## config.mk

```make
export PLATFORM = sky130hd
export DESIGN_NAME = heater_pi_loop_with_plant_model_top_flat
export DESIGN_NICKNAME = d
export VERILOG_FILES = /design/src/rtl/hpl_pkg.sv /design/src/rtl/hpl_if.sv /design/src/rtl/hpl_cfg_regs.sv /design/src/rtl/hpl_ctrl.sv /design/src/rtl/hpl_dp.sv /design/src/rtl/heater_pi_loop_with_plant_model_top.sv /design/src/flat_wrapper.sv
export SDC_FILE = /design/constraint.sdc
export NUM_CORES = 2
export LEC_CHECK = 0
export ABC_AREA = 1
export BUFFER_PORTS_ARGS = -buffer_cell sky130_fd_sc_hd__buf_2
export CORE_ASPECT_RATIO = 1.2
export CORE_MARGIN = 5
export CORE_UTILIZATION = 38
export DETAILED_ROUTE_END_ITERATION = 12
export SETUP_SLACK_MARGIN = 0.15
export SYNTH_ARGS = -nofsm -noshare
export SYNTH_HDL_FRONTEND = slang
export SYNTH_SLANG_ARGS = --single-unit
```

## constraint.sdc

```tcl
create_clock -name clk_i -period 29 [get_ports clk_i]
set_clock_uncertainty 0.15 [all_clocks]
set_input_delay 2.9 -clock clk_i [delete_from_list [all_inputs] [get_ports clk_i]]
set_output_delay 2.9 -clock clk_i [all_outputs]
set_load 0.005 [all_outputs]
```

## src/rtl/hpl_pkg.sv

```systemverilog
package hpl_pkg;

  // configuration port
  localparam int unsigned CfgIdxW = 8;

  localparam logic [CfgIdxW-1:0] RegRefTemp     = CfgIdxW'(0);
  localparam logic [CfgIdxW-1:0] RegInitialTemp = CfgIdxW'(1);
  localparam logic [CfgIdxW-1:0] RegAmbientTemp = CfgIdxW'(2);
  localparam logic [CfgIdxW-1:0] RegPropGain    = CfgIdxW'(3);
  localparam logic [CfgIdxW-1:0] RegIntGain     = CfgIdxW'(4);
  localparam logic [CfgIdxW-1:0] RegDriveCoeff  = CfgIdxW'(5);
  localparam logic [CfgIdxW-1:0] RegLossCoeff   = CfgIdxW'(6);
  localparam logic [CfgIdxW-1:0] RegTimeStep    = CfgIdxW'(7);

  // drive clamp, 255.0 in q8.16
  localparam logic [23:0] DriveMaxQ = 24'hFF0000;

  typedef struct packed {
    logic signed [31:0] ref_temp;
    logic signed [31:0] initial_temp;
    logic signed [31:0] ambient_temp;
    logic signed [31:0] prop_gain;
    logic signed [31:0] int_gain;
    logic signed [31:0] drive_coeff;
    logic signed [31:0] loss_coeff;
    logic        [30:0] time_step;
  } cfg_t;

  // operand pair for the shared multiplier
  typedef enum logic [2:0] {
    MUL_PROP  = 3'd0,
    MUL_INT   = 3'd1,
    MUL_DRIVE = 3'd2,
    MUL_LOSS  = 3'd3,
    MUL_STEP  = 3'd4
  } mul_sel_e;

  // commands from the sequencer to the datapath
  typedef struct packed {
    logic     load;      // transaction taken: apply restart, form differences
    logic     mul_en;    // register a product
    mul_sel_e mul_sel;
    logic     acc_ld;    // keep first shifted product
    logic     drv_upd;   // sum and clamp the drive, update history
    logic     rate_upd;  // sum and saturate the plant rate
    logic     finish;    // update temperature and time, load result register
  } cmd_t;

  typedef struct packed {
    logic out_busy;      // result register full and not taken this cycle
  } status_t;

endpackage

```

## src/rtl/hpl_if.sv

```systemverilog
// input transaction: one closed-loop tick
interface hpl_in_if;
  logic valid;
  logic ready;
  logic restart;

  modport source (output valid, output restart, input ready);
  modport sink   (input valid, input restart, output ready);
endinterface

// result transaction
interface hpl_out_if;
  logic               valid;
  logic               ready;
  logic        [23:0] drive;
  logic signed [31:0] temperature;
  logic        [31:0] elapsed;

  modport source (output valid, output drive, output temperature, output elapsed,
                  input ready);
  modport sink   (input valid, input drive, input temperature, input elapsed,
                  output ready);
endinterface

// register write transaction
interface hpl_cfg_if;
  logic                        valid;
  logic                        ready;
  logic [hpl_pkg::CfgIdxW-1:0] index;
  logic [31:0]                 wdata;

  modport source (output valid, output index, output wdata, input ready);
  modport sink   (input valid, input index, input wdata, output ready);
endinterface

```

## src/rtl/hpl_cfg_regs.sv

```systemverilog
module hpl_cfg_regs (
  input  logic          clk_i,
  input  logic          rst_ni,
  hpl_cfg_if.sink       cfg_ch,
  output hpl_pkg::cfg_t cfg_o
);
  import hpl_pkg::*;

  cfg_t cfg_q, cfg_d;

  assign cfg_ch.ready = 1'b1;

  // register decode, unknown indexes are dropped
  always_comb begin
    cfg_d = cfg_q;
    if (cfg_ch.valid) begin
      case (cfg_ch.index)
        RegRefTemp:     cfg_d.ref_temp     = cfg_ch.wdata;
        RegInitialTemp: cfg_d.initial_temp = cfg_ch.wdata;
        RegAmbientTemp: cfg_d.ambient_temp = cfg_ch.wdata;
        RegPropGain:    cfg_d.prop_gain    = cfg_ch.wdata;
        RegIntGain:     cfg_d.int_gain     = cfg_ch.wdata;
        RegDriveCoeff:  cfg_d.drive_coeff  = cfg_ch.wdata;
        RegLossCoeff:   cfg_d.loss_coeff   = cfg_ch.wdata;
        RegTimeStep:    cfg_d.time_step    = cfg_ch.wdata[30:0];
        default: ;
      endcase
    end
  end

  always_ff @(posedge clk_i or negedge rst_ni) begin
    if (!rst_ni) begin
      cfg_q <= '0;
    end else begin
      cfg_q <= cfg_d;
    end
  end

  assign cfg_o = cfg_q;

endmodule

```

## src/rtl/hpl_ctrl.sv

```systemverilog
module hpl_ctrl (
  input  logic             clk_i,
  input  logic             rst_ni,
  hpl_in_if.sink           in_ch,
  input  hpl_pkg::status_t status_i,
  output hpl_pkg::cmd_t    cmd_o
);
  import hpl_pkg::*;

  typedef enum logic [8:0] {
    ST_IDLE  = 9'b000000001,
    ST_MPROP = 9'b000000010,
    ST_MINT  = 9'b000000100,
    ST_DRIVE = 9'b000001000,
    ST_MDRV  = 9'b000010000,
    ST_MLOSS = 9'b000100000,
    ST_RATE  = 9'b001000000,
    ST_MSTEP = 9'b010000000,
    ST_TEMP  = 9'b100000000
  } state_e;

  state_e state_q, state_d;
  logic   accept;

  assign in_ch.ready = (state_q == ST_IDLE);
  assign accept      = in_ch.valid && in_ch.ready;

  // sequence and command decode
  always_comb begin
    state_d       = state_q;
    cmd_o         = '0;
    cmd_o.mul_sel = MUL_PROP;
    case (state_q)
      ST_IDLE: begin
        cmd_o.load = accept;
        if (accept) state_d = ST_MPROP;
      end
      ST_MPROP: begin
        cmd_o.mul_en  = 1'b1;
        cmd_o.mul_sel = MUL_PROP;
        state_d       = ST_MINT;
      end
      ST_MINT: begin
        cmd_o.mul_en  = 1'b1;
        cmd_o.mul_sel = MUL_INT;
        cmd_o.acc_ld  = 1'b1;
        state_d       = ST_DRIVE;
      end
      ST_DRIVE: begin
        cmd_o.drv_upd = 1'b1;
        state_d       = ST_MDRV;
      end
      ST_MDRV: begin
        cmd_o.mul_en  = 1'b1;
        cmd_o.mul_sel = MUL_DRIVE;
        state_d       = ST_MLOSS;
      end
      ST_MLOSS: begin
        cmd_o.mul_en  = 1'b1;
        cmd_o.mul_sel = MUL_LOSS;
        cmd_o.acc_ld  = 1'b1;
        state_d       = ST_RATE;
      end
      ST_RATE: begin
        cmd_o.rate_upd = 1'b1;
        state_d        = ST_MSTEP;
      end
      ST_MSTEP: begin
        cmd_o.mul_en  = 1'b1;
        cmd_o.mul_sel = MUL_STEP;
        state_d       = ST_TEMP;
      end
      ST_TEMP: begin
        // wait here while the previous result is still held
        if (!status_i.out_busy) begin
          cmd_o.finish = 1'b1;
          state_d      = ST_IDLE;
        end
      end
      default: state_d = ST_IDLE;
    endcase
  end

  always_ff @(posedge clk_i or negedge rst_ni) begin
    if (!rst_ni) begin
      state_q <= ST_IDLE;
    end else begin
      state_q <= state_d;
    end
  end

endmodule

```

## src/rtl/hpl_dp.sv

```systemverilog
module hpl_dp (
  input  logic             clk_i,
  input  logic             rst_ni,
  input  hpl_pkg::cfg_t    cfg_i,
  input  logic             restart_i,
  input  hpl_pkg::cmd_t    cmd_i,
  output hpl_pkg::status_t status_o,
  hpl_out_if.source        out_ch
);
  import hpl_pkg::*;

  // saturate a wide signed value to signed 32 bits
  function automatic logic signed [31:0] sat32(input logic signed [49:0] v);
    logic signed [31:0] r;
    if (v[49:31] == {19{v[49]}}) begin
      r = v[31:0];
    end else if (v[49]) begin
      r = 32'sh80000000;
    end else begin
      r = 32'sh7FFFFFFF;
    end
    return r;
  endfunction

  function automatic logic signed [49:0] sx32(input logic signed [31:0] v);
    return $signed({{18{v[31]}}, v});
  endfunction

  function automatic logic signed [49:0] sx48(input logic signed [47:0] v);
    return $signed({{2{v[47]}}, v});
  endfunction

  // loop state
  logic signed [31:0] temp_q;
  logic        [23:0] last_drive_q;
  logic signed [31:0] last_error_q;
  logic        [31:0] sim_time_q;

  // working registers
  logic signed [31:0] err_q, diff_q, rate_q;
  logic        [23:0] drv_q;
  logic signed [63:0] prod_q;
  logic signed [47:0] acc_q;

  // result register
  logic               out_valid_q;
  logic        [23:0] out_drive_q;
  logic signed [31:0] out_temp_q;
  logic        [31:0] out_time_q;

  logic signed [31:0] cur_temp;
  logic signed [31:0] mul_a, mul_b;
  logic signed [63:0] mul_p;
  logic signed [47:0] prod_sh;
  logic signed [49:0] drv_sum;
  logic        [23:0] drv_clamp;
  logic signed [31:0] temp_next;
  logic        [31:0] time_next;

  // temperature this tick starts from
  assign cur_temp = restart_i ? cfg_i.initial_temp : temp_q;

  // shared multiplier operand select
  always_comb begin
    case (cmd_i.mul_sel)
      MUL_PROP: begin
        mul_a = err_q;
        mul_b = cfg_i.prop_gain;
      end
      MUL_INT: begin
        mul_a = cfg_i.int_gain;
        mul_b = last_error_q;
      end
      MUL_DRIVE: begin
        mul_a = cfg_i.drive_coeff;
        mul_b = $signed({8'b0, drv_q});
      end
      MUL_LOSS: begin
        mul_a = cfg_i.loss_coeff;
        mul_b = diff_q;
      end
      MUL_STEP: begin
        mul_a = rate_q;
        mul_b = $signed({1'b0, cfg_i.time_step});
      end
      default: begin
        mul_a = err_q;
        mul_b = cfg_i.prop_gain;
      end
    endcase
  end

  assign mul_p   = mul_a * mul_b;
  // floor shift by 16 of the registered product
  assign prod_sh = prod_q[63:16];

  // drive sum and clamp to 0..255
  assign drv_sum = sx48(acc_q) + sx48(prod_sh) + $signed({26'b0, last_drive_q});
  always_comb begin
    if (drv_sum[49]) begin
      drv_clamp = '0;
    end else if (drv_sum > $signed({26'b0, DriveMaxQ})) begin
      drv_clamp = DriveMaxQ;
    end else begin
      drv_clamp = drv_sum[23:0];
    end
  end

  assign temp_next = sat32(sx32(temp_q) + sx48(prod_sh));
  assign time_next = sim_time_q + {1'b0, cfg_i.time_step};

  // working registers
  always_ff @(posedge clk_i) begin
    if (cmd_i.load) begin
      err_q  <= sat32(sx32(cfg_i.ref_temp) - sx32(cur_temp));
      diff_q <= sat32(sx32(cfg_i.ambient_temp) - sx32(cur_temp));
    end
    if (cmd_i.mul_en)   prod_q <= mul_p;
    if (cmd_i.acc_ld)   acc_q  <= prod_sh;
    if (cmd_i.drv_upd)  drv_q  <= drv_clamp;
    if (cmd_i.rate_upd) rate_q <= sat32(sx48(acc_q) + sx48(prod_sh));
    if (cmd_i.finish) begin
      out_drive_q <= drv_q;
      out_temp_q  <= temp_next;
      out_time_q  <= time_next;
    end
  end

  // loop state, cleared by reset; restart loads the initial temperature and clears the rest
  always_ff @(posedge clk_i or negedge rst_ni) begin
    if (!rst_ni) begin
      temp_q       <= '0;
      last_drive_q <= '0;
      last_error_q <= '0;
      sim_time_q   <= '0;
    end else begin
      if (cmd_i.load) begin
        temp_q <= cur_temp;
        if (restart_i) begin
          last_drive_q <= '0;
          last_error_q <= '0;
          sim_time_q   <= '0;
        end
      end
      if (cmd_i.drv_upd) begin
        last_drive_q <= drv_clamp;
        last_error_q <= err_q;
      end
      if (cmd_i.finish) begin
        temp_q     <= temp_next;
        sim_time_q <= time_next;
      end
    end
  end

  // result register valid
  always_ff @(posedge clk_i or negedge rst_ni) begin
    if (!rst_ni) begin
      out_valid_q <= 1'b0;
    end else if (cmd_i.finish) begin
      out_valid_q <= 1'b1;
    end else if (out_ch.ready) begin
      out_valid_q <= 1'b0;
    end
  end

  assign status_o.out_busy  = out_valid_q && !out_ch.ready;
  assign out_ch.valid       = out_valid_q;
  assign out_ch.drive       = out_drive_q;
  assign out_ch.temperature = out_temp_q;
  assign out_ch.elapsed     = out_time_q;

endmodule

```

## src/rtl/heater_pi_loop_with_plant_model_top.sv

```systemverilog
// channel   dir   payload                          transaction when
// in_ch     in    restart                          valid && ready
// out_ch    out   drive, temperature, elapsed      valid && ready
// cfg_ch    in    index, wdata                     valid && ready (ready tied high)
//
// a sequencer steps five 32x32 products through one shared multiplier, with
// sum stages for drive, plant rate and temperature, and takes no new tick
// until the last one has finished its steps.
// a new tick is accepted once the sequencer is back in idle, also while the
// previous result still waits; a stalled result holds the sequencer in its
// last step. rst_ni clears config, loop state and control asynchronously.
module heater_pi_loop_with_plant_model_top (
  input  logic      clk_i,
  input  logic      rst_ni,
  hpl_in_if.sink    in_ch,
  hpl_out_if.source out_ch,
  hpl_cfg_if.sink   cfg_ch
);
  import hpl_pkg::*;

  cfg_t    cfg;
  cmd_t    cmd;
  status_t status;

  // register file
  hpl_cfg_regs u_cfg_regs (
    .clk_i  (clk_i),
    .rst_ni (rst_ni),
    .cfg_ch (cfg_ch),
    .cfg_o  (cfg)
  );

  // sequencer
  hpl_ctrl u_ctrl (
    .clk_i    (clk_i),
    .rst_ni   (rst_ni),
    .in_ch    (in_ch),
    .status_i (status),
    .cmd_o    (cmd)
  );

  // arithmetic and loop state
  hpl_dp u_dp (
    .clk_i     (clk_i),
    .rst_ni    (rst_ni),
    .cfg_i     (cfg),
    .restart_i (in_ch.restart),
    .cmd_i     (cmd),
    .status_o  (status),
    .out_ch    (out_ch)
  );

endmodule
```

## src/flat_wrapper.sv

```systemverilog
// flat-port wrapper written by rule: the top's interface ports become plain ports
module heater_pi_loop_with_plant_model_top_flat import hpl_pkg::*;
  (clk_i, rst_ni, in_ch_valid, in_ch_restart, in_ch_ready, out_ch_valid, out_ch_drive, out_ch_temperature, out_ch_elapsed, out_ch_ready, cfg_ch_valid, cfg_ch_index, cfg_ch_wdata, cfg_ch_ready);
  hpl_in_if in_ch_i ();
  hpl_out_if out_ch_i ();
  hpl_cfg_if cfg_ch_i ();
  input  logic clk_i;
  input  logic rst_ni;
  input wire logic [$bits(in_ch_i.valid)-1:0] in_ch_valid;
  input wire logic [$bits(in_ch_i.restart)-1:0] in_ch_restart;
  output wire logic [$bits(in_ch_i.ready)-1:0] in_ch_ready;
  output wire logic [$bits(out_ch_i.valid)-1:0] out_ch_valid;
  output wire logic [$bits(out_ch_i.drive)-1:0] out_ch_drive;
  output wire logic [$bits(out_ch_i.temperature)-1:0] out_ch_temperature;
  output wire logic [$bits(out_ch_i.elapsed)-1:0] out_ch_elapsed;
  input wire logic [$bits(out_ch_i.ready)-1:0] out_ch_ready;
  input wire logic [$bits(cfg_ch_i.valid)-1:0] cfg_ch_valid;
  input wire logic [$bits(cfg_ch_i.index)-1:0] cfg_ch_index;
  input wire logic [$bits(cfg_ch_i.wdata)-1:0] cfg_ch_wdata;
  output wire logic [$bits(cfg_ch_i.ready)-1:0] cfg_ch_ready;
  assign in_ch_i.valid = in_ch_valid;
  assign in_ch_i.restart = in_ch_restart;
  assign in_ch_ready = in_ch_i.ready;
  assign out_ch_valid = out_ch_i.valid;
  assign out_ch_drive = out_ch_i.drive;
  assign out_ch_temperature = out_ch_i.temperature;
  assign out_ch_elapsed = out_ch_i.elapsed;
  assign out_ch_i.ready = out_ch_ready;
  assign cfg_ch_i.valid = cfg_ch_valid;
  assign cfg_ch_i.index = cfg_ch_index;
  assign cfg_ch_i.wdata = cfg_ch_wdata;
  assign cfg_ch_ready = cfg_ch_i.ready;
  heater_pi_loop_with_plant_model_top u_core (.clk_i(clk_i), .rst_ni(rst_ni), .in_ch(in_ch_i), .out_ch(out_ch_i), .cfg_ch(cfg_ch_i));
endmodule
```

==> flow_metrics.env <==
export IMPL_outcome="finished, final reports clean"
export IMPL_synth_edf_count=304
export IMPL_grt_pass1_vias=67754
export IMPL_cts_setup_buffers=0
export IMPL_setup_viol=0
export IMPL_path_clk_slew_ns=0.07
export IMPL_core_area_um2=204000
export IMPL_fin_setup_tns_ns=0
export IMPL_initial_core_util=0.381
export IMPL_dp_hpwl_mm=241
export IMPL_final_seq_area_um2=18800
export IMPL_min_period_ns=11.14
export IMPL_grt_antenna_before_repair=10
export IMPL_die_h_um=506
export IMPL_vias_per_cell=5.39
export IMPL_post_route_period_util=0.384
export IMPL_syn_num_nets=11086
export IMPL_maxCapViolations=0
export IMPL_critical_path_arrival_ns=11.45
export IMPL_ys_ff_latch=689
export IMPL_io_pins=137
export IMPL_cts_buffers=79
export IMPL_overflow=0
export IMPL_required_ns=29.31
export IMPL_grt_max_degree=82
export IMPL_rows=182
export IMPL_finalNetCount=11115
export IMPL_fillers=20777
export IMPL_ant_nets=0
export IMPL_final_max_slew_viol_count=0
export IMPL_synthCells=9557
export IMPL_fmax_mhz=89.7
export IMPL_cp_slowest_cell="clkinv_1"
export IMPL_ff2ff_setup_slack_ns=17.86
export IMPL_cts_path_max_buffers=3
export IMPL_grt_usage=0.275
export IMPL_dr_pass1_iters=7
export IMPL_end_kind="register"
export IMPL_cts_root_buf="clkbuf_16"
export IMPL_gp_congestion=0.996
export IMPL_syn_area_per_cell_um2=8.15
export IMPL_clk_latency_ns=0.71
export IMPL_finalHoldViolCount=0
export IMPL_start_kind="register"
export IMPL_hp_class="register to register"
export IMPL_drive_above_1_share=0.0610
export IMPL_io_buffers=135
export IMPL_critPathMaxFanout=51
export IMPL_via_count=66450
export IMPL_clock_sinks=689
export IMPL_tightest_slew_ns=1.24
export IMPL_die_x_um=423
export IMPL_wire_per_inst_um=24.2
export IMPL_grt_pass1_wl_mm=441
export IMPL_totalWireLength_mm=298
export IMPL_tritoncts="done"
export IMPL_crit_path_max_incr_delay_ns=0.65
export IMPL_multi_input_area_um2=51300
export IMPL_path_class="register to register"
export IMPL_ys_warn_count=0
export IMPL_cts_resized=0
export IMPL_ys_seq_area_frac=0.241
export IMPL_rsz0062_at_grt="false"
export IMPL_synth_ff_type="dfrtp_1"
export IMPL_drc=0
export IMPL_synthToLayoutAreaGrowth_pct=8.48
export IMPL_holdWs_ns=0.332
export IMPL_synth_area_um2=77900
export IMPL_ys_types=63
export IMPL_async_flop_share=0.559
export IMPL_dieArea_um2=214000
export IMPL_cts_max_level=3
export IMPL_holdBufCountCts=0
export IMPL_slew_headroom=0.167
export IMPL_drtIter0Drc=6202
per-stage QoR:
stage	utilization	instance area (um^2)	setup WS [ns]	cells
finish	0.413	84500	17.86	12320
floorplan	-	77900	19.86	9557
detailed placement	0.400	81800	18.07	12173
global placement	0.400	81800	18.07	12173
CTS	0.413	84500	18.04	12318
global route	0.413	84500	17.39	12318
synthesized netlist by cell type, drive strengths merged, types with 28 or more instances:
cell / count / area share
nand3: 260 / 0.017
nand2: 2373 / 0.12
o21ai: 628 / 0.041
xor2: 148 / 0.017
xnor2: 72 / 0.0081
o22ai: 48 / 0.0039
nor2: 955 / 0.049
clkbuf: 263 / 0.013
nor3: 48 / 0.0031
ha: 396 / 0.064
a31oi: 39 / 0.0031
fa: 1087 / 0.28
a21oi: 349 / 0.023
nand4: 101 / 0.0081
inv: 1797 / 0.087
buf: 34 / 0.0022
clkinv: 28 / 0.0013
dfrtp: 384 / 0.12
edfxtp: 304 / 0.12
worst paths after layout:
kind / depth (start not counted) / startpoint / end
max in group asynchronous: 3 / rst_ni / u_core.u_dp.last_drive_q[1]$_DFFE_PN0P_
max reg2reg: 33 / u_core.u_ctrl.state_q[8]$_DFFE_PN0P_ / u_core.u_dp.prod_q[57]$_DFFE_PN_
min reg2reg: 2 / u_core.u_cfg_regs.cfg_o[137]$_DFFE_PN0P_ / u_core.u_cfg_regs.cfg_o[137]$_DFFE_PN0P_
max: 33 / u_core.u_ctrl.state_q[8]$_DFFE_PN0P_ / u_core.u_dp.prod_q[57]$_DFFE_PN_
min in group asynchronous: 1 / rst_ni / u_core.u_cfg_regs.cfg_o[173]$_DFFE_PN0P_
min: 2 / u_core.u_cfg_regs.cfg_o[137]$_DFFE_PN0P_ / u_core.u_cfg_regs.cfg_o[137]$_DFFE_PN0P_
critical path: cells and delay by family (launching register included):
family / cells / cell delay (ns)
DFF: 1 / 0.48
adders and majority gates: 9 / 4.45
AOI/OAI and AO/OA: 2 / 0.31
buffers and inverters: 12 / 3.40
and+or+nand+nor: 10 / 2.06
flip-flops by register name (all words and copies together) (netlist names):
signal	flops
u_core.u_dp.prod_q	48
u_core.u_dp.sim_time_q	32
u_core.u_dp.err_q	32
u_core.u_dp.out_ch.temperature	32
u_core.u_dp.out_ch.elapsed	32
u_core.u_dp.acc_q	48
u_core.u_cfg_regs.cfg_o	255
u_core.u_dp.last_error_q	32
u_core.u_dp.rate_q	32
u_core.u_dp.out_ch.drive	24
u_core.u_dp.drv_q	24
u_core.u_dp.out_ch.valid	1
u_core.u_dp.diff_q	32
u_core.u_dp.temp_q	32
u_core.u_ctrl.state_q	9
u_core.u_dp.last_drive_q	24
cell type report:
cell class,count,share of cell area
Timing Repair Buffer,245,0.0179
Clock buffer,96,0.0250
Inverter,1825,0.0812
Clock inverter,49,0.00640
Tap cell,2668,0.0395
Multi-Input combinational cell,6746,0.608
Antenna cell,2,0.0000592
Sequential cell,689,0.222
cells by family (layout without fill, tap and decap cells):
group,after synthesis,count (layout),synth area share
XOR/XNOR,220,220,0.0250
flip-flops,689,689,0.241
other,1,3,0.0000482
adder cells (fa/ha/maj),1483,1483,0.343
multiplexers,1,1,0.000129
AO/OA/AOI/OAI,1247,1247,0.0891
buffers and inverters,2122,2215,0.103
AND/OR/NAND/NOR,3794,3794,0.199
layout by cell type, fill, tap and decap left out, drive strengths merged, types with 72 or more instances in the layout:
cell type  netlist  routed
edfxtp         304     304
nand4          101     101
nand3          260     260
o21ai          628     628
dfrtp          384     384
fa            1087    1087
ha             396     396
inv           1797    1808
clkbuf         263      96
nand2         2373    2373
xor2           148     148
nor2           955     955
xnor2           72      72
a21oi          349     349
buf             34     245
metal layers:
metal	GRT usage	part of all wire	vias to the layer above
li1	-	-	29659
met1	0.341	0.39	33216
met2	0.449	0.46	2880
met3	0.0497	0.078	687
met4	0.164	0.072	8
met5	0	0.00016	-
Power is not shown: default switching activity piles up to over one toggle a cycle in this logic, so the estimate is an artifact.
